$ cat src/design/lmfb_pkg.sv
// ----------------------------------------------------------------------------
// lmfb_pkg: shared types, constants and helpers for the led matrix frame buffer
// Holds the command and result beat types, the opcodes and the column word
// transforms used by the sequencer and the datapath.
// ----------------------------------------------------------------------------
package lmfb_pkg;

  // sign geometry
  localparam int unsigned COLUMNS = 90;
  localparam int unsigned ROWS    = 7;
  localparam int unsigned COL_W   = 7;
  localparam int unsigned ROW_W   = 3;
  localparam int unsigned ADDR_W  = $clog2(COLUMNS);

  localparam logic [ROWS-1:0]   ROW_MASK  = {ROWS{1'b1}};
  localparam logic [ADDR_W-1:0] LAST_ADDR = ADDR_W'(COLUMNS - 1);

  // command codes
  typedef enum logic [3:0] {
    OP_FILL_LIT    = 4'd0,
    OP_FILL_DARK   = 4'd1,
    OP_WRITE_COL   = 4'd2,
    OP_READ_COL    = 4'd3,
    OP_INVERT      = 4'd4,
    OP_PIXEL_ON    = 4'd5,
    OP_PIXEL_OFF   = 4'd6,
    OP_ROLL_DOWN   = 4'd7,
    OP_ROLL_UP     = 4'd8,
    OP_SHIFT_RIGHT = 4'd9
  } op_e;

  // command beat
  typedef struct packed {
    op_e              op;
    logic [COL_W-1:0] column;
    logic [ROW_W-1:0] row;
    logic [ROWS-1:0]  column_bits;
  } in_t;

  // result beat
  typedef struct packed {
    logic [ROWS-1:0] read_bits;
    logic            column_valid;
  } out_t;

  // sequencer to datapath control
  typedef struct packed {
    logic              idle;
    logic              col_stage;
    logic              rd_en;
    logic [ADDR_W-1:0] rd_addr;
    logic              sw_wr;
    logic [ADDR_W-1:0] sw_addr;
    in_t               cmd;
  } seq_ctrl_t;

  // column number lies on the sign
  function automatic logic in_range(logic [COL_W-1:0] column);
    return {1'b0, column} < (COL_W + 1)'(COLUMNS);
  endfunction

  // row n takes row n-1, row 0 takes the top row
  function automatic logic [ROWS-1:0] rot_down(logic [ROWS-1:0] w);
    return {w[ROWS-2:0], w[ROWS-1]};
  endfunction

  // row n takes row n+1, the top row takes row 0
  function automatic logic [ROWS-1:0] rot_up(logic [ROWS-1:0] w);
    return {w[0], w[ROWS-1:1]};
  endfunction

endpackage

$ cat src/design/lmfb_ram.sv
// ----------------------------------------------------------------------------
// lmfb_ram: generic simple dual port ram
// One write port and one read port, read data registered.
// ----------------------------------------------------------------------------
module lmfb_ram #(
  parameter int unsigned WIDTH = 8,
  parameter int unsigned DEPTH = 16
) (
  input  logic                     clk_i,
  input  logic                     we_i,
  input  logic [$clog2(DEPTH)-1:0] waddr_i,
  input  logic [WIDTH-1:0]         wdata_i,
  input  logic                     re_i,
  input  logic [$clog2(DEPTH)-1:0] raddr_i,
  output logic [WIDTH-1:0]         rdata_o
);

  logic [WIDTH-1:0] mem_q [DEPTH];
  logic [WIDTH-1:0] rdata_q;

  // write port
  always_ff @(posedge clk_i) begin
    if (we_i) begin
      mem_q[waddr_i] <= wdata_i;
    end
  end

  // registered read port
  always_ff @(posedge clk_i) begin
    if (re_i) begin
      rdata_q <= mem_q[raddr_i];
    end
  end

  assign rdata_o = rdata_q;

endmodule

$ cat src/design/lmfb_seq.sv
// ----------------------------------------------------------------------------
// lmfb_seq: command sequencer
// Issues the column read of a single column command and walks the whole
// buffer for fill lit, invert, roll and shift, one column write and at most
// one column read per cycle.
// ----------------------------------------------------------------------------
module lmfb_seq (
  input  logic                clk_i,
  input  logic                rst_ni,
  input  logic                start_i,
  input  lmfb_pkg::in_t       cmd_i,
  output lmfb_pkg::seq_ctrl_t ctrl_o
);

  typedef enum logic [3:0] {
    S_IDLE  = 4'b0001,
    S_COL   = 4'b0010,
    S_SWEEP = 4'b0100,
    S_DRAIN = 4'b1000
  } state_e;

  state_e                      state_q, state_d;
  lmfb_pkg::in_t               cmd_q, cmd_d;
  logic [lmfb_pkg::ADDR_W-1:0] cnt_q, cnt_d;
  logic                        sw_wr_q, sw_wr_d;
  logic [lmfb_pkg::ADDR_W-1:0] sw_addr_q, sw_addr_d;
  logic                        rd_en;
  logic [lmfb_pkg::ADDR_W-1:0] rd_addr;
  logic                        shift;

  assign shift = (cmd_q.op == lmfb_pkg::OP_SHIFT_RIGHT);

  // next state and read issue
  always_comb begin
    state_d   = state_q;
    cmd_d     = cmd_q;
    cnt_d     = cnt_q;
    sw_wr_d   = 1'b0;
    sw_addr_d = sw_addr_q;
    rd_en     = 1'b0;
    rd_addr   = cnt_q;
    unique case (state_q)
      S_IDLE: begin
        if (start_i) begin
          cmd_d = cmd_i;
          cnt_d = '0;
          unique case (cmd_i.op) inside
            lmfb_pkg::OP_WRITE_COL, lmfb_pkg::OP_READ_COL,
            lmfb_pkg::OP_PIXEL_ON, lmfb_pkg::OP_PIXEL_OFF: begin
              state_d = S_COL;
              rd_en   = lmfb_pkg::in_range(cmd_i.column);
              rd_addr = cmd_i.column[lmfb_pkg::ADDR_W-1:0];
            end
            lmfb_pkg::OP_FILL_LIT, lmfb_pkg::OP_INVERT, lmfb_pkg::OP_ROLL_DOWN,
            lmfb_pkg::OP_ROLL_UP, lmfb_pkg::OP_SHIFT_RIGHT: begin
              state_d = S_SWEEP;
            end
            default: begin
              state_d = S_IDLE;
            end
          endcase
        end
      end
      S_COL: begin
        state_d = S_IDLE;
      end
      S_SWEEP: begin
        // shift walks downward so every source is read before it is overwritten
        sw_addr_d = shift ? (lmfb_pkg::LAST_ADDR - cnt_q) : cnt_q;
        sw_wr_d   = 1'b1;
        rd_en     = (cmd_q.op != lmfb_pkg::OP_FILL_LIT) && !(shift && sw_addr_d == '0);
        rd_addr   = shift ? (sw_addr_d - lmfb_pkg::ADDR_W'(1)) : cnt_q;
        cnt_d     = cnt_q + lmfb_pkg::ADDR_W'(1);
        if (cnt_q == lmfb_pkg::LAST_ADDR) begin
          state_d = S_DRAIN;
        end
      end
      S_DRAIN: begin
        state_d = S_IDLE;
      end
      default: begin
        state_d = S_IDLE;
      end
    endcase
  end

  // control registers
  always_ff @(posedge clk_i or negedge rst_ni) begin
    if (!rst_ni) begin
      state_q <= S_IDLE;
      cnt_q   <= '0;
      sw_wr_q <= 1'b0;
    end else begin
      state_q <= state_d;
      cnt_q   <= cnt_d;
      sw_wr_q <= sw_wr_d;
    end
  end

  // payload registers
  always_ff @(posedge clk_i) begin
    cmd_q     <= cmd_d;
    sw_addr_q <= sw_addr_d;
  end

  assign ctrl_o.idle      = (state_q == S_IDLE);
  assign ctrl_o.col_stage = (state_q == S_COL);
  assign ctrl_o.rd_en     = rd_en;
  assign ctrl_o.rd_addr   = rd_addr;
  assign ctrl_o.sw_wr     = sw_wr_q;
  assign ctrl_o.sw_addr   = sw_addr_q;
  assign ctrl_o.cmd       = cmd_q;

endmodule

$ cat src/design/led_matrix_frame_buffer.sv
// ----------------------------------------------------------------------------
// led_matrix_frame_buffer: frame buffer of a seven-row led sign
// Column store in one ram with read-modify-write per command.
// ----------------------------------------------------------------------------
// Each command beat gives exactly one result beat. Column write, column read
// and pixel commands issue the registered ram read on acceptance, and all but
// column read modify and write back in the column stage. Fill lit, invert,
// both rolls and shift right walk the whole column ram, one column per cycle
// through the single read and single write port, followed by a drain state;
// their result beat is posted right at acceptance. Fill dark and unused codes
// keep the sequencer idle, since fill dark only clears the per-column valid
// flags; an unwritten column reads as dark, so no clearing pass follows reset.
// A new command is taken once the sequencer is idle and the result register
// is empty or being drained in the same cycle.
module led_matrix_frame_buffer (
  input  logic           clk_i,
  input  logic           rst_ni,
  input  logic           in_valid_i,
  output logic           in_ready_o,
  input  lmfb_pkg::in_t  in_data_i,
  output logic           out_valid_o,
  input  logic           out_ready_i,
  output lmfb_pkg::out_t out_data_o
);

  lmfb_pkg::seq_ctrl_t         ctrl;
  logic                        in_fire;
  logic [lmfb_pkg::COLUMNS-1:0] vld_q, vld_d;
  logic                        rvalid_q;
  logic [lmfb_pkg::ROWS-1:0]   rdata;
  logic [lmfb_pkg::ROWS-1:0]   rword;
  logic                        col_ok;
  logic                        row_ok;
  logic                        col_wr;
  logic [lmfb_pkg::ROWS-1:0]   col_word;
  logic [lmfb_pkg::ROWS-1:0]   sw_word;
  logic                        mem_we;
  logic [lmfb_pkg::ADDR_W-1:0] mem_waddr;
  logic [lmfb_pkg::ROWS-1:0]   mem_wdata;
  logic                        out_valid_q, out_valid_d;
  lmfb_pkg::out_t              out_q, out_d;
  logic                        load_now;
  logic                        col_op;

  // command acceptance
  assign in_ready_o = ctrl.idle && (!out_valid_q || out_ready_i);
  assign in_fire    = in_valid_i && in_ready_o;

  lmfb_seq u_seq (
    .clk_i   (clk_i),
    .rst_ni  (rst_ni),
    .start_i (in_fire),
    .cmd_i   (in_data_i),
    .ctrl_o  (ctrl)
  );

  lmfb_ram #(
    .WIDTH (lmfb_pkg::ROWS),
    .DEPTH (lmfb_pkg::COLUMNS)
  ) u_ram (
    .clk_i   (clk_i),
    .we_i    (mem_we),
    .waddr_i (mem_waddr),
    .wdata_i (mem_wdata),
    .re_i    (ctrl.rd_en),
    .raddr_i (ctrl.rd_addr),
    .rdata_o (rdata)
  );

  // valid flag of the column being read, follows the ram latency
  always_ff @(posedge clk_i or negedge rst_ni) begin
    if (!rst_ni) begin
      rvalid_q <= 1'b0;
    end else if (ctrl.rd_en) begin
      rvalid_q <= vld_q[ctrl.rd_addr];
    end
  end

  // column never written since reset or fill dark reads dark
  assign rword = rvalid_q ? rdata : '0;

  // single column modify
  assign col_ok = lmfb_pkg::in_range(ctrl.cmd.column);
  assign row_ok = ctrl.cmd.row < lmfb_pkg::ROW_W'(lmfb_pkg::ROWS);

  always_comb begin
    col_wr   = 1'b0;
    col_word = rword;
    case (ctrl.cmd.op)
      lmfb_pkg::OP_WRITE_COL: begin
        col_wr   = col_ok;
        col_word = ctrl.cmd.column_bits;
      end
      lmfb_pkg::OP_PIXEL_ON: begin
        col_wr   = col_ok && row_ok;
        col_word = rword | (lmfb_pkg::ROWS'(1) << ctrl.cmd.row);
      end
      lmfb_pkg::OP_PIXEL_OFF: begin
        col_wr   = col_ok && row_ok;
        col_word = rword & ~(lmfb_pkg::ROWS'(1) << ctrl.cmd.row);
      end
      default: begin
        col_wr   = 1'b0;
      end
    endcase
    col_wr = col_wr && ctrl.col_stage;
  end

  // whole buffer transform of one column
  always_comb begin
    case (ctrl.cmd.op)
      lmfb_pkg::OP_FILL_LIT:    sw_word = lmfb_pkg::ROW_MASK;
      lmfb_pkg::OP_INVERT:      sw_word = rword ^ lmfb_pkg::ROW_MASK;
      lmfb_pkg::OP_ROLL_DOWN:   sw_word = lmfb_pkg::rot_down(rword);
      lmfb_pkg::OP_ROLL_UP:     sw_word = lmfb_pkg::rot_up(rword);
      lmfb_pkg::OP_SHIFT_RIGHT: sw_word = (ctrl.sw_addr == '0) ? '0 : rword;
      default:                  sw_word = rword;
    endcase
  end

  // ram write port
  assign mem_we    = col_wr || ctrl.sw_wr;
  assign mem_waddr = ctrl.col_stage ? ctrl.cmd.column[lmfb_pkg::ADDR_W-1:0] : ctrl.sw_addr;
  assign mem_wdata = ctrl.col_stage ? col_word : sw_word;

  // per column valid flags
  always_comb begin
    vld_d = vld_q;
    if (in_fire && in_data_i.op == lmfb_pkg::OP_FILL_DARK) begin
      vld_d = '0;
    end
    if (mem_we) begin
      vld_d[mem_waddr] = 1'b1;
    end
  end

  always_ff @(posedge clk_i or negedge rst_ni) begin
    if (!rst_ni) begin
      vld_q <= '0;
    end else begin
      vld_q <= vld_d;
    end
  end

  // result register
  always_comb begin
    col_op = 1'b0;
    case (in_data_i.op) inside
      lmfb_pkg::OP_WRITE_COL, lmfb_pkg::OP_READ_COL,
      lmfb_pkg::OP_PIXEL_ON, lmfb_pkg::OP_PIXEL_OFF: col_op = 1'b1;
      default:                                       col_op = 1'b0;
    endcase
  end

  assign load_now = in_fire && !col_op;

  always_comb begin
    out_valid_d = out_valid_q;
    out_d       = out_q;
    if (out_ready_i) begin
      out_valid_d = 1'b0;
    end
    if (load_now) begin
      out_valid_d        = 1'b1;
      out_d.read_bits    = '0;
      out_d.column_valid = 1'b0;
    end else if (ctrl.col_stage) begin
      out_valid_d        = 1'b1;
      out_d.read_bits    = (ctrl.cmd.op == lmfb_pkg::OP_READ_COL && col_ok) ? rword : '0;
      out_d.column_valid = col_ok;
    end
  end

  always_ff @(posedge clk_i or negedge rst_ni) begin
    if (!rst_ni) begin
      out_valid_q <= 1'b0;
    end else begin
      out_valid_q <= out_valid_d;
    end
  end

  always_ff @(posedge clk_i) begin
    out_q <= out_d;
  end

  assign out_valid_o = out_valid_q;
  assign out_data_o  = out_q;

  // no command taken while a sweep write is still in flight
  assert property (@(posedge clk_i) disable iff (!rst_ni) in_ready_o |-> !ctrl.sw_wr)
    else $error("command accepted during sweep write");

  // a pending result beat is never overwritten
  assert property (@(posedge clk_i) disable iff (!rst_ni)
    (load_now || ctrl.col_stage) |-> !(out_valid_q && !out_ready_i))
    else $error("result register overwritten");

  // ram writes stay on the sign
  assert property (@(posedge clk_i) disable iff (!rst_ni)
    mem_we |-> ({1'b0, mem_waddr} < (lmfb_pkg::ADDR_W + 1)'(lmfb_pkg::COLUMNS)))
    else $error("ram write beyond last column");

  // the column modify stage always follows an accepted command
  assert property (@(posedge clk_i) disable iff (!rst_ni) ctrl.col_stage |-> $past(in_fire))
    else $error("column stage without accepted command");

endmodule
$ cat config.mk
export PLATFORM = sky130hd
export DESIGN_NAME = led_matrix_frame_buffer
export DESIGN_NICKNAME = d
export VERILOG_FILES = /design/src/design/lmfb_pkg.sv /design/src/design/lmfb_ram.sv /design/src/design/lmfb_seq.sv /design/src/design/led_matrix_frame_buffer.sv
export SDC_FILE = /design/constraint.sdc
export NUM_CORES = 1
export LEC_CHECK = 0
export BUFFER_PORTS_ARGS = -buffer_cell sky130_fd_sc_hd__buf_2
export CAP_MARGIN = 10
export CORE_MARGIN = 2
export CORE_UTILIZATION = 34
export DETAILED_ROUTE_END_ITERATION = 7
export SLEW_MARGIN = 20
export SYNTH_ARGS = -nofsm -noshare
export SYNTH_HDL_FRONTEND = slang
export SYNTH_SLANG_ARGS = --single-unit
$ cat constraint.sdc
create_clock -name clk_i -period 5.5 [get_ports clk_i]
set_clock_uncertainty 0.15 [all_clocks]
set_input_delay 0.55 -clock clk_i [delete_from_list [all_inputs] [get_ports clk_i]]
set_output_delay 0.55 -clock clk_i [all_outputs]
set_load 0.05 [all_outputs]
* After elaboration in Yosys (flattened, before gate mapping)
Memories as Yosys holds them, arrays and structs flattened. A register that Yosys moved wholly into a read port is not among the register bits.
Cells that the tools add are included.
** Word-level totals
- Word-level logic and storage cells :: 115
- Bits in writable memories :: 630
- Memories kept :: 1
- ROM bits :: 0
- Output and inout bits :: 10
- Latch bits :: 0
- Flip-flop bits (word level) :: 140
** Cells by class
- Eq/ne operators :: 23
- Magnitude comparators :: 6
- Reduce and logical (&&, ||, !) cells :: 28
- $add $sub $neg :: 3
- Shift operators :: 1
- Bitwise logic cells :: 5
- Multiplexer cells :: 35
- Multipliers :: 0
- Div/mod/pow operators :: 0
** Memories
- u_ram.mem_q :: depth 90, bits a word 7, rd ports 1, clocked after Yosys merged registers in 1, write ports 1, line lmfb_ram.sv:18 : logic [WIDTH-1:0] mem_q [DEPTH];
** Operator list (number)
- 2-to-1 mux 90 bit :: 2
- bitwise OR 90 bit :: 1
- 2-to-1 mux 7 bit :: 10
- == test 4 x 3 -> 1 bit (second input constant) :: 9
- one-hot mux 7 bit (5 select lines) :: 1
- one-hot mux 7 bit (2 select lines) :: 2
- one-hot mux 7 bit (3 select lines) :: 1
- == test 4 x 2 -> 1 bit (second input constant) :: 5
- == test 4 bit (second input constant) :: 4
- < comparator 7 x 8 -> 1 bit (second input constant) :: 2
- logical NOT 7 bit :: 2
- < comparator 7 bit (second input constant) :: 2
- NOT 7 bit :: 2
- 2-to-1 mux 1 bit :: 11
- logical AND 1 bit :: 10
- == test 4 x 1 -> 1 bit (second input constant) :: 2
- logical NOT 4 bit :: 2
- 2-to-1 mux 4 bit :: 2
- one-hot mux 4 bit (2 select lines) :: 1
- adder 7 x 1 -> 7 bit (second input constant) :: 1
- AND 7 bit :: 1
- binary-select mux 1 bit (select 7 bit) :: 1
- demux 1 bit (select 7 bit) :: 1
- == test 7 bit (second input constant) :: 1
- 18 further kinds :: 25

* Depth between registers and ports, before layout
Gate-level depths: netlist of run 1.
- Word-level depth :: 8
- Mapped depth :: 19

* Hierarchy
From an unflattened synthesis of run 1, not the netlist that was laid out.
** Unflattened totals
- Cells, all modules :: 1815
- Area, all modules :: 32286.0 µm²
** Modules (own cells, without submodules)
- lmfb_ram :: sequential area each 19128.3 µm², area each 24873.9 µm², cells an instance 1167, instances 1
- led_matrix_frame_buffer :: sequential area each 2462.4 µm², area each 5316.3 µm², cells an instance 464, instances 1
- lmfb_seq :: sequential area each 1142.3 µm², area each 2095.8 µm², cells an instance 184, instances 1

* Worst setup path before layout of run 1
No wires, ideal clock.
- Kind :: reg2reg
- Start point :: reg u_seq.state_q[3]
- End point :: mem u_ram.mem_q[0][2] (netlist name), data pin
- Setup slack :: 204 ps
- Data required time :: 4608 ps
- Path buffers :: 2
- Stages on the path, launching flop included :: 6
- Library setup time :: 742 ps
- Data arrival time :: 4404 ps
- Path through :: dfrtp_1 nor4b_1 clkbuf_1 clkbuf_1 nor2_1 a31oi_1
** Between the ends
- Longest elaborated chain between the ends :: 2
** RTL lines
- start: declaration :: line lmfb_seq.sv:22 : state_e state_q, state_d;
- start signal: assignment :: line lmfb_seq.sv:94 : state_q <= state_d;
- == test 4 x 2 -> 1 bit :: line lmfb_seq.sv:107 : assign ctrl_o.col_stage = (state_q == S_COL);
- 2-to-1 mux 7 bit :: line led_matrix_frame_buffer.sv:124 : assign mem_wdata = ctrl.col_stage ? col_word : sw_word;
- via mem_wdata (one bit) :: line led_matrix_frame_buffer.sv:39 : logic [lmfb_pkg::ROWS-1:0] mem_wdata;
- end: declaration :: line lmfb_ram.sv:18
The timed path passes the listed nets, and every way through them passes these cells.

* Worst setup path after layout of run 1
- Start point :: reg u_seq.cmd_q (netlist bit u_seq.ctrl_o[18])
- End point :: reg rvalid_q
** Between the ends
- Longest elaborated chain between the ends :: 7
- Elaborated cells on any way between the ends :: 13
- Classes of those cells :: 1 x add/sub; 1 x eq/ne; 6 x mux; 5 x reduce/logical
** RTL lines
- start: declaration :: line lmfb_seq.sv:23 : lmfb_pkg::in_t cmd_q, cmd_d;
- start signal: assignment :: line lmfb_seq.sv:102 : cmd_q <= cmd_d;
- == test 4 bit :: line lmfb_seq.sv:31 : assign shift = (cmd_q.op == lmfb_pkg::OP_SHIFT_RIGHT);
- 2-to-1 mux 7 bit :: line lmfb_seq.sv:69 : sw_addr_d = shift ? (lmfb_pkg::LAST_ADDR - cnt_q) : cnt_q;
- subtractor 7 x 1 -> 7 bit or logical NOT 7 bit (tied branches) :: line lmfb_seq.sv:72, lmfb_seq.sv:71
- 2-to-1 mux 7 bit or logical AND 1 bit (tied branches) :: line lmfb_seq.sv:72, lmfb_seq.sv:71
- one-hot mux 7 bit (2 select lines) or logical NOT 1 bit (tied branches) :: line lmfb_seq.sv:42, lmfb_seq.sv:71
- binary-select mux 1 bit (select 7 bit) or logical AND 1 bit (tied branches) :: line led_matrix_frame_buffer.sv:75, lmfb_seq.sv:71
- 2-to-1 mux 1 bit (implied by the code) or one-hot mux 1 bit (2 select lines) (tied branches) :: line led_matrix_frame_buffer.sv:75, lmfb_seq.sv:42
- end signal: assignment :: line led_matrix_frame_buffer.sv:75 : rvalid_q <= vld_q[ctrl.rd_addr];
- end: declaration :: line led_matrix_frame_buffer.sv:29 : logic rvalid_q;
Parallel ways exist; a longest one is shown, timed or not. The select of a mux whose other input is x is not followed.
A chain may end at the register's enable or synchronous reset.

==> impl_metrics.sql, run 1 <==
INSERT INTO impl_metrics (metric_group, metric, value, unit) VALUES
('worst_setup_path', 'startpoint', 'u_seq.ctrl_o[18]$_DFFE_PP_', ''),
('die', 'dieHeight', '313', 'um'),
('timing', 'worst_relative_slew_slack', '24.9', '%'),
('routing', 'drcViolationCount', '0', ''),
('worst_setup_path', 'worst_path_largest_cell_delay', '710', 'ps'),
('worst_setup_path', 'timing.rr.start', 'u_seq.ctrl_o[18]$_DFFE_PP_', ''),
('worst_setup_path', 'cpMaxStageDelayCell', 'sky130_fd_sc_hd__and2_4', ''),
('clocking', 'clock_latency', '640', 'ps'),
('worst_setup_path', 'worst_path_dominant_cell_family', 'compound AO/OA/AOI/OAI gates', ''),
('global_routing', 'maximum_number_of_pins_on_one_net_before_global_route_repair', '104', ''),
('global_routing', 'global_route_wire_length_before_repair', '143000', 'um'),
('pwr', 'vdd_ir_drop_max', '211', 'uV'),
('worst_setup_path', 'worst-r2r-setup-slack', '270', 'ps'),
('pwr', 'leakage', '0.0138', 'uW'),
('yosys', 'ys_seq_area_share', '69.9', '%'),
('clocking', 'clk_path_buf_depth', '3', ''),
('yosys', 'synthesis.area', '0.0325', 'mm2'),
('placement', 'dp_cell_count', '3803', ''),
('yosys', 'postSynthAreaPerCell', '12.7', 'um2'),
('global_routing', 'first_global_vias', '21000', ''),
('timing', 'timing.setup.tns', '0', 'ps'),
('routing', 'routed.top_layer', 'met4', ''),
('worst_setup_path', 'cp-end-kind', 'flip-flop', ''),
('die', 'num_rows', '113', ''),
('routing', 'detailroute.wirelength.met3', '8790', 'um'),
('global_routing', 'grtUsageTotal', '19.4', '%'),
('finish', 'fill_cells', '8887', ''),
('pwr', 'p_per_area', '382', 'mW/mm2'),
('worst_setup_path', 'reg2regPathDepth', '13', ''),
('timing', 'report.final.slew_viol_count', '0', ''),
('status', 'outcome', 'finished clean', ''),
('die', 'design.die.area', '0.0981', 'mm2'),
('placement', 'buffer_ports.inserted', '34', ''),
('routing', 'wirelength', '96700', 'um'),
('min_path', 'worstHoldPathType', 'in -> reg', ''),
('yosys', 'synth-edff-count', '665', ''),
('clocking', 'cts_made_buffers', '80', ''),
('timing', 'slew_at_the_pin_closest_to_its_max_slew_limit', '1120', 'ps'),
('routing', 'drt-wirelength-per-cell', '24.4', 'um'),
('placement', 'place_hpwl', '60900', 'um'),
('global_routing', 'grt_antenna_before_repair', '1', ''),
('flow_run', 'max-cap-violations', '0', ''),
('finish', 'final_cell_count_no_fill', '3966', ''),
('yosys', 'yosysUniqueCellTypes', '75', ''),
('yosys', 'syn_inst', '2562', ''),
('die', 'io-pin-count', '35', ''),
('yosys', 'yosys_register_bits', '777', ''),
('worst_setup_path', 'criticalPathCategory', 'reg -> reg', ''),
('min_path', 'timing.hold.worst.start', 'in_data_i[12]', ''),
('worst_setup_path', 'cp_num_buf_inv', '1', ''),
('yosys', 'postSynth.topFlopCell', 'sky130_fd_sc_hd__edfxtp_1', ''),
('clocking', 'clkSinkCount', '777', ''),
('worst_setup_path', 'top_cell_by_count_worst_path', 'sky130_fd_sc_hd__ha_1', ''),
('routing', 'viasPerCell', '5.61', ''),
('yosys', 'synth_async_sr_flop_share', '13.4', '%'),
('worst_setup_path', 'reg2reg_end', 'rvalid_q$_DFFE_PN0P_', ''),
('timing', 'finalWorstPathRequiredPeriod', '5230', 'ps'),
('finish', 'fraction_of_final_layout_cells_sized_beyond_drive_strength_1', '11.1', '%'),
('timing', 'fmax', '191', 'MHz'),
('finish', 'layout.core_utilization', '39.3', '%'),
('routing', 'first_iter_violations', '2755', ''),
('die', 'initial_utilization', '34.3', '%'),
('worst_setup_path', 'path_max_fanout', '34', ''),
('finish', 'mostFrequentLayoutCell', 'sky130_fd_sc_hd__edfxtp_1', ''),
('routing', 'ant_nets', '0', ''),
('timing', 'setup_repair_after_global_routing_missed_its_margin', 'false', ''),
('placement', 'placement.cell_area', '0.0347', 'mm2'),
('routing', 'wirelength_met1', '39700', 'um'),
('finish', 'layout-area-overhead-vs-synth', '14.7', '%'),
('clocking', 'clk_pin_slew_worst_paths', '60', 'ps'),
('worst_setup_path', 'setup.worst_path.start_class', 'flip-flop', '');
-- state kept, by name (all words and copies together), names as in the netlist --
register and count:
out_data_o 8, vld_q 90, u_ram.mem_q 630, out_valid_o 1, u_seq.sw_wr_q 1, u_seq.cnt_q 7
u_seq.state_q 4, u_seq.ctrl_o 21, u_ram.rdata_o 7, u_seq.sw_addr_q 7, rvalid_q 1
-- layout make-up --
class	instances	area (um2)	share of cell area [%]
inverter	13	53.8	0.144
clock buffer	107	2160	5.81
tap	1265	1580	4.25
antenna	1	2.50	0.00671
sequential	777	22700	61.0
clock inverter	39	303	0.812
multi-input combinational	1603	9100	24.4
timing repair buffer	161	1340	3.59
-- metrics by stage --
stage / power (uW) / worst slack (ps) / hold WS, ps
final: 14300 / 275 / 44.4
after global routing: 14700 / 81.4 / 31.8
after global placement: 9140 / 441 / 299
after floorplan: 8280 / 204 / 104
after detailed placement: 9170 / 366 / 299
after CTS: 14300 / 354 / 9.18
-- cells in the mapped netlist, types with 19 or more instances --
cell type / count / area, um2
sky130_fd_sc_hd__mux2i_1: 33 / 330
sky130_fd_sc_hd__nor2_1: 139 / 522
sky130_fd_sc_hd__and3_1: 64 / 400
sky130_fd_sc_hd__dfrtp_1: 103 / 2580
sky130_fd_sc_hd__nor3_1: 21 / 105
sky130_fd_sc_hd__nand3_1: 184 / 921
sky130_fd_sc_hd__a211oi_1: 41 / 308
sky130_fd_sc_hd__buf_1: 22 / 82.6
sky130_fd_sc_hd__a31oi_1: 50 / 313
sky130_fd_sc_hd__a311oi_1: 77 / 674
sky130_fd_sc_hd__edfxtp_1: 665 / 20000
sky130_fd_sc_hd__buf_2: 72 / 360
sky130_fd_sc_hd__a221oi_1: 19 / 166
sky130_fd_sc_hd__nand2_1: 578 / 2170
sky130_fd_sc_hd__o21ai_0: 47 / 235
sky130_fd_sc_hd__a21oi_1: 58 / 290
sky130_fd_sc_hd__a21o_1: 92 / 691
sky130_fd_sc_hd__clkbuf_1: 60 / 225
-- what timing repair did --
item                                   in CTS  in global routing
endpoints found under the hold margin      15                 63
setup buffers                               0                  0
hold buffers                               15                  1
-- kinds of logic (layout without fill, tap and decap cells) --
logic type      count (synthesis)  in the layout  synth area share (%)
compound gates                485            485                  10.9
xor+xnor                       12             12                 0.323
fa+ha+maj                       7              7                 0.269
buf+inv                       182            320                  2.64
flops                         777            777                  69.9
mux                            47             47                  1.88
other cells                     0              1                     0
simple gates                 1052           1052                  14.1
-- where the power goes --
part | total, uW | switching (uW) | internal [uW] | leakage [uW]
registers | 6980 | 57.1 | 6920 | 0.00757
clock network | 5190 | 2240 | 2950 | 0.00122
logic | 2090 | 1560 | 521 | 0.00501
-- per-layer routing --
layer	GRT usage, %	vias up
met5	0	-
met4	7.38	0
met3	3.40	182
met2	30.4	1108
met1	27.0	11200
li1	-	9782
-- worst min-delay path by stage --
stage | endpoint | slack (ps) | cells past startpoint
5_1_grt | u_seq.ctrl_o[12]$_DFFE_PP_ | 30 | 1
3_5_place_dp | out_data_o[0]$_SDFFE_PP0P_ | 300 | 2
3_3_place_gp | out_data_o[0]$_SDFFE_PP0P_ | 300 | 2
6_report | u_seq.ctrl_o[12]$_DFFE_PP_ | 40 | 1
4_1_cts | vld_q[41]$_DFF_PN0_ | 9 | 1
2_1_floorplan | out_valid_o$_DFFE_PN0P_ | 100 | 0
No activity file was read; power rests on OpenSTA's default activity.
==> run 2, diff against run 1 <==
- clock period: 5.5 -> 6.2 ns (I/O delays scaled with it)
==> run 2 against run 1 <==
Register-to-register slack better by 330 ps. Sequential share of layout area up 0.25 points. First-iteration DRC count rose by 2.2%. Final area shrank 0.40%. Flip-flop and latch count unchanged. Worst hold slack worse by 4.0 ps. Core utilization decreased by 0.16 points. Clock power down 5.8%.
==> impl_metrics.sql, run 2 (synthesized netlist as in run 1, its figures left out) <==
INSERT INTO impl_metrics (metric_group, metric, value, unit) VALUES
('timing', 'postLayoutSetupSlackWorst', '609', 'ps'),
('pwr', 'leakage', '0.0137', 'uW'),
('die', 'core', '0.0949', 'mm2'),
('pwr', 'power.switching', '3440', 'uW'),
('pwr', 'power.share.switching', '26.8', '%'),
('global_routing', 'global_route_wire_length_before_repair', '141000', 'um'),
('worst_setup_path', 'path_depth', '13', ''),
('die', 'dieWidth', '313', 'um'),
('pwr', 'p_per_area', '346', 'mW/mm2'),
('worst_setup_path', 'timing.rr.start', 'u_seq.ctrl_o[19]$_DFFE_PP_', ''),
('timing', 'finalWorstPathRequiredPeriod', '5590', 'ps'),
('timing', 'timing.setup.tns', '0', 'ps'),
('clocking', 'clock_tree.htree_level_count', '3', ''),
('global_routing', 'maximum_number_of_pins_on_one_net_before_global_route_repair', '103', ''),
('routing', 'ant_nets', '0', ''),
('worst_setup_path', 'startpoint', 'u_seq.ctrl_o[19]$_DFFE_PP_', ''),
('finish', 'antennaDiodeCount', '0', ''),
('clocking', 'clkSinkCount', '777', ''),
('timing', 'timing.final.setup_violations', '0', ''),
('pwr', 'p_clk_share', '38.1', '%'),
('worst_setup_path', 'crit_chain', 'nand4bb_1 -> ha_1 -> ha_1 -> and3b_1 -> mux2_2 -> a221oi_1 -> mux2i_1 -> nand2_1 -> nor2_1 -> o21ai_0 -> a311oi_1 -> nor4_1 -> nor3_1', ''),
('finish', 'most-common-layout-cells', 'sky130_fd_sc_hd__edfxtp_1 (665), sky130_fd_sc_hd__nand2_1 (576), sky130_fd_sc_hd__nand3_1 (184)', ''),
('global_routing', 'grt_antenna_before_repair', '2', ''),
('pwr', 'p_int', '9400', 'uW'),
('worst_setup_path', 'setup.worst_path.start_class', 'flip-flop', ''),
('die', 'io-pin-count', '35', ''),
('worst_setup_path', 'cpMaxStageDelayCell', 'sky130_fd_sc_hd__nor2_1', ''),
('worst_setup_path', 'top_cell_by_count_worst_path', 'sky130_fd_sc_hd__ha_1', ''),
('global_routing', 'gr-total-overflow', '0', ''),
('worst_setup_path', 'worst_path_dominant_cell_family', 'simple AND/OR/NAND/NOR gates', ''),
('pwr', 'finalPower', '12800', 'uW'),
('pwr', 'vdd_ir_drop_max', '199', 'uV'),
('timing', 'report.final.slew_viol_count', '0', ''),
('flow_run', 'max-cap-violations', '0', ''),
('worst_setup_path', 'worst-endpoint-required', '6530', 'ps'),
('finish', 'nets', '2628', ''),
('clocking', 'clock_latency', '640', 'ps'),
('worst_setup_path', 'criticalPathCategory', 'reg -> reg', ''),
('finish', 'largest_register_ffs', '630', ''),
('routing', 'viasPerCell', '5.58', ''),
('worst_setup_path', 'reg2regPathDepth', '13', ''),
('placement', 'place_hpwl', '56900', 'um'),
('finish', 'fraction_of_final_layout_cells_sized_beyond_drive_strength_1', '10.2', '%'),
('status', 'outcome', 'finished clean', ''),
('worst_setup_path', 'cp-end-kind', 'flip-flop', ''),
('pwr', 'p_seq_share', '48.2', '%'),
('die', 'dieHeight', '313', 'um'),
('worst_setup_path', 'endpoint', 'u_ram.rdata_o[1]$_DFFE_PP_', ''),
('routing', 'dr_total_vias', '22000', ''),
('worst_setup_path', 'cp_num_buf_inv', '0', ''),
('worst_setup_path', 'critical_path_arrival', '5920', 'ps'),
('routing', 'number_of_detailed_routing_iterations_run_before_antenna_repair', '6', ''),
('timing', 'worst_relative_slew_slack', '20.2', '%'),
('placement', 'place_worst_setup_slack', '869', 'ps'),
('finish', 'largest_register_by_flop_count', 'u_ram.mem_q', ''),
('routing', 'drt-wirelength-per-cell', '24.1', 'um'),
('die', 'initial_utilization', '34.3', '%'),
('clocking', 'post_cts_resized', '0', ''),
('timing', 'final-hold-violation-count', '0', ''),
('timing', 'fmax', '179', 'MHz'),
('clocking', 'clk_pin_slew_worst_paths', '60', 'ps'),
('die', 'design.die.area', '0.0981', 'mm2'),
('placement', 'globalplace.congestion', '0.854', ''),
('die', 'num_rows', '113', ''),
('pwr', 'power_frac_comb', '13.7', '%'),
('worst_setup_path', 'worst_path_largest_cell_delay', '840', 'ps'),
('clocking', 'tritoncts', 'done', ''),
('min_path', 'worstHoldPathType', 'in -> reg', ''),
('worst_setup_path', 'path_max_fanout', '17', ''),
('clocking', 'cts_made_buffers', '84', ''),
('clocking', 'clk_path_buf_depth', '3', ''),
('placement', 'buffer_ports.inserted', '34', ''),
('global_routing', 'grtUsageTotal', '19.1', '%'),
('routing', 'first_iter_violations', '2815', ''),
('clocking', 'cts.root.buffer_cell', 'sky130_fd_sc_hd__clkbuf_16', ''),
('timing', 'setup_repair_after_global_routing_missed_its_margin', 'false', ''),
('routing', 'wirelength', '94700', 'um'),
('worst_setup_path', 'reg2reg_end', 'u_ram.rdata_o[1]$_DFFE_PP_', ''),
('timing', 'timing.final.crit_share', '90.2', '%'),
('routing', 'drcViolationCount', '0', ''),
('worst_setup_path', 'worst-r2r-setup-slack', '610', 'ps'),
('finish', 'layout-area-overhead-vs-synth', '14.2', '%'),
('timing', 'slew_at_the_pin_closest_to_its_max_slew_limit', '1170', 'ps'),
('global_routing', 'first_global_vias', '20800', ''),
('finish', 'mostFrequentLayoutCell', 'sky130_fd_sc_hd__edfxtp_1', '');
[run 2: worst min path at each step]
stage / slack (ps) / startpoint / to / cells past startpoint
after floorplan: 170 / rst_ni / out_valid_o$_DFFE_PN0P_ / 0
after global placement: 300 / out_data_o[0]$_SDFFE_PP0P_ / out_data_o[0]$_SDFFE_PP0P_ / 2
after detailed placement: 300 / out_data_o[0]$_SDFFE_PP0P_ / out_data_o[0]$_SDFFE_PP0P_ / 2
after CTS: 10 / in_data_i[15] / u_seq.ctrl_o[15]$_DFFE_PP_ / 1
after global routing: 20 / in_data_i[15] / u_seq.ctrl_o[15]$_DFFE_PP_ / 1
final: 40 / in_data_i[15] / u_seq.ctrl_o[15]$_DFFE_PP_ / 1
[run 2: power by group through the flow]
| stage | logic [uW] | registers [uW] | clock network (uW) |
|---|---|---|---|
| after global routing | 1890 | 6200 | 5160 |
| after floorplan | 983 | 6360 | 0 |
| after detailed placement | 1750 | 6300 | 0 |
| after global placement | 1740 | 6300 | 0 |
| after CTS | 1760 | 6190 | 4940 |
| final | 1760 | 6200 | 4890 |
[run 2: routing by layer]
metal | GRT usage (%) | wire, um | vias up
li1 | - | - | 9703
met1 | 27.0 | 39400 | 11000
met2 | 29.8 | 43800 | 1076
met3 | 3.08 | 8420 | 181
met4 | 6.92 | 3050 | 0
met5 | 0 | 0 | -
[run 2: layout make-up]
cell class / instances / area [um2]
inverters: 13 / 53.8
well taps: 1265 / 1580
multi-input cells: 1603 / 9100
clock inverters: 26 / 183
repair buffers: 117 / 961
fillers: 8828 / 57700
flip-flops and latches: 777 / 22700
clock buffers: 132 / 2520
[run 2: stage by stage]
step | instances | cell area, um2 | hold WS (ps) | util [%]
6_report | 3933 | 37100 | 40.4 | 39.1
4_1_cts | 3933 | 37100 | 9.98 | 39.1
3_5_place_dp | 3764 | 34300 | 305 | 36.2
3_3_place_gp | 3764 | 34300 | 300 | 36.2
2_1_floorplan | 2562 | 32500 | 174 | -
5_1_grt | 3933 | 37100 | 21.7 | 39.1
[run 2: repair_timing]
action                    CTS  global route
hold endpoints to repair   56             0
setup buffers               0             0
hold buffers               11             0
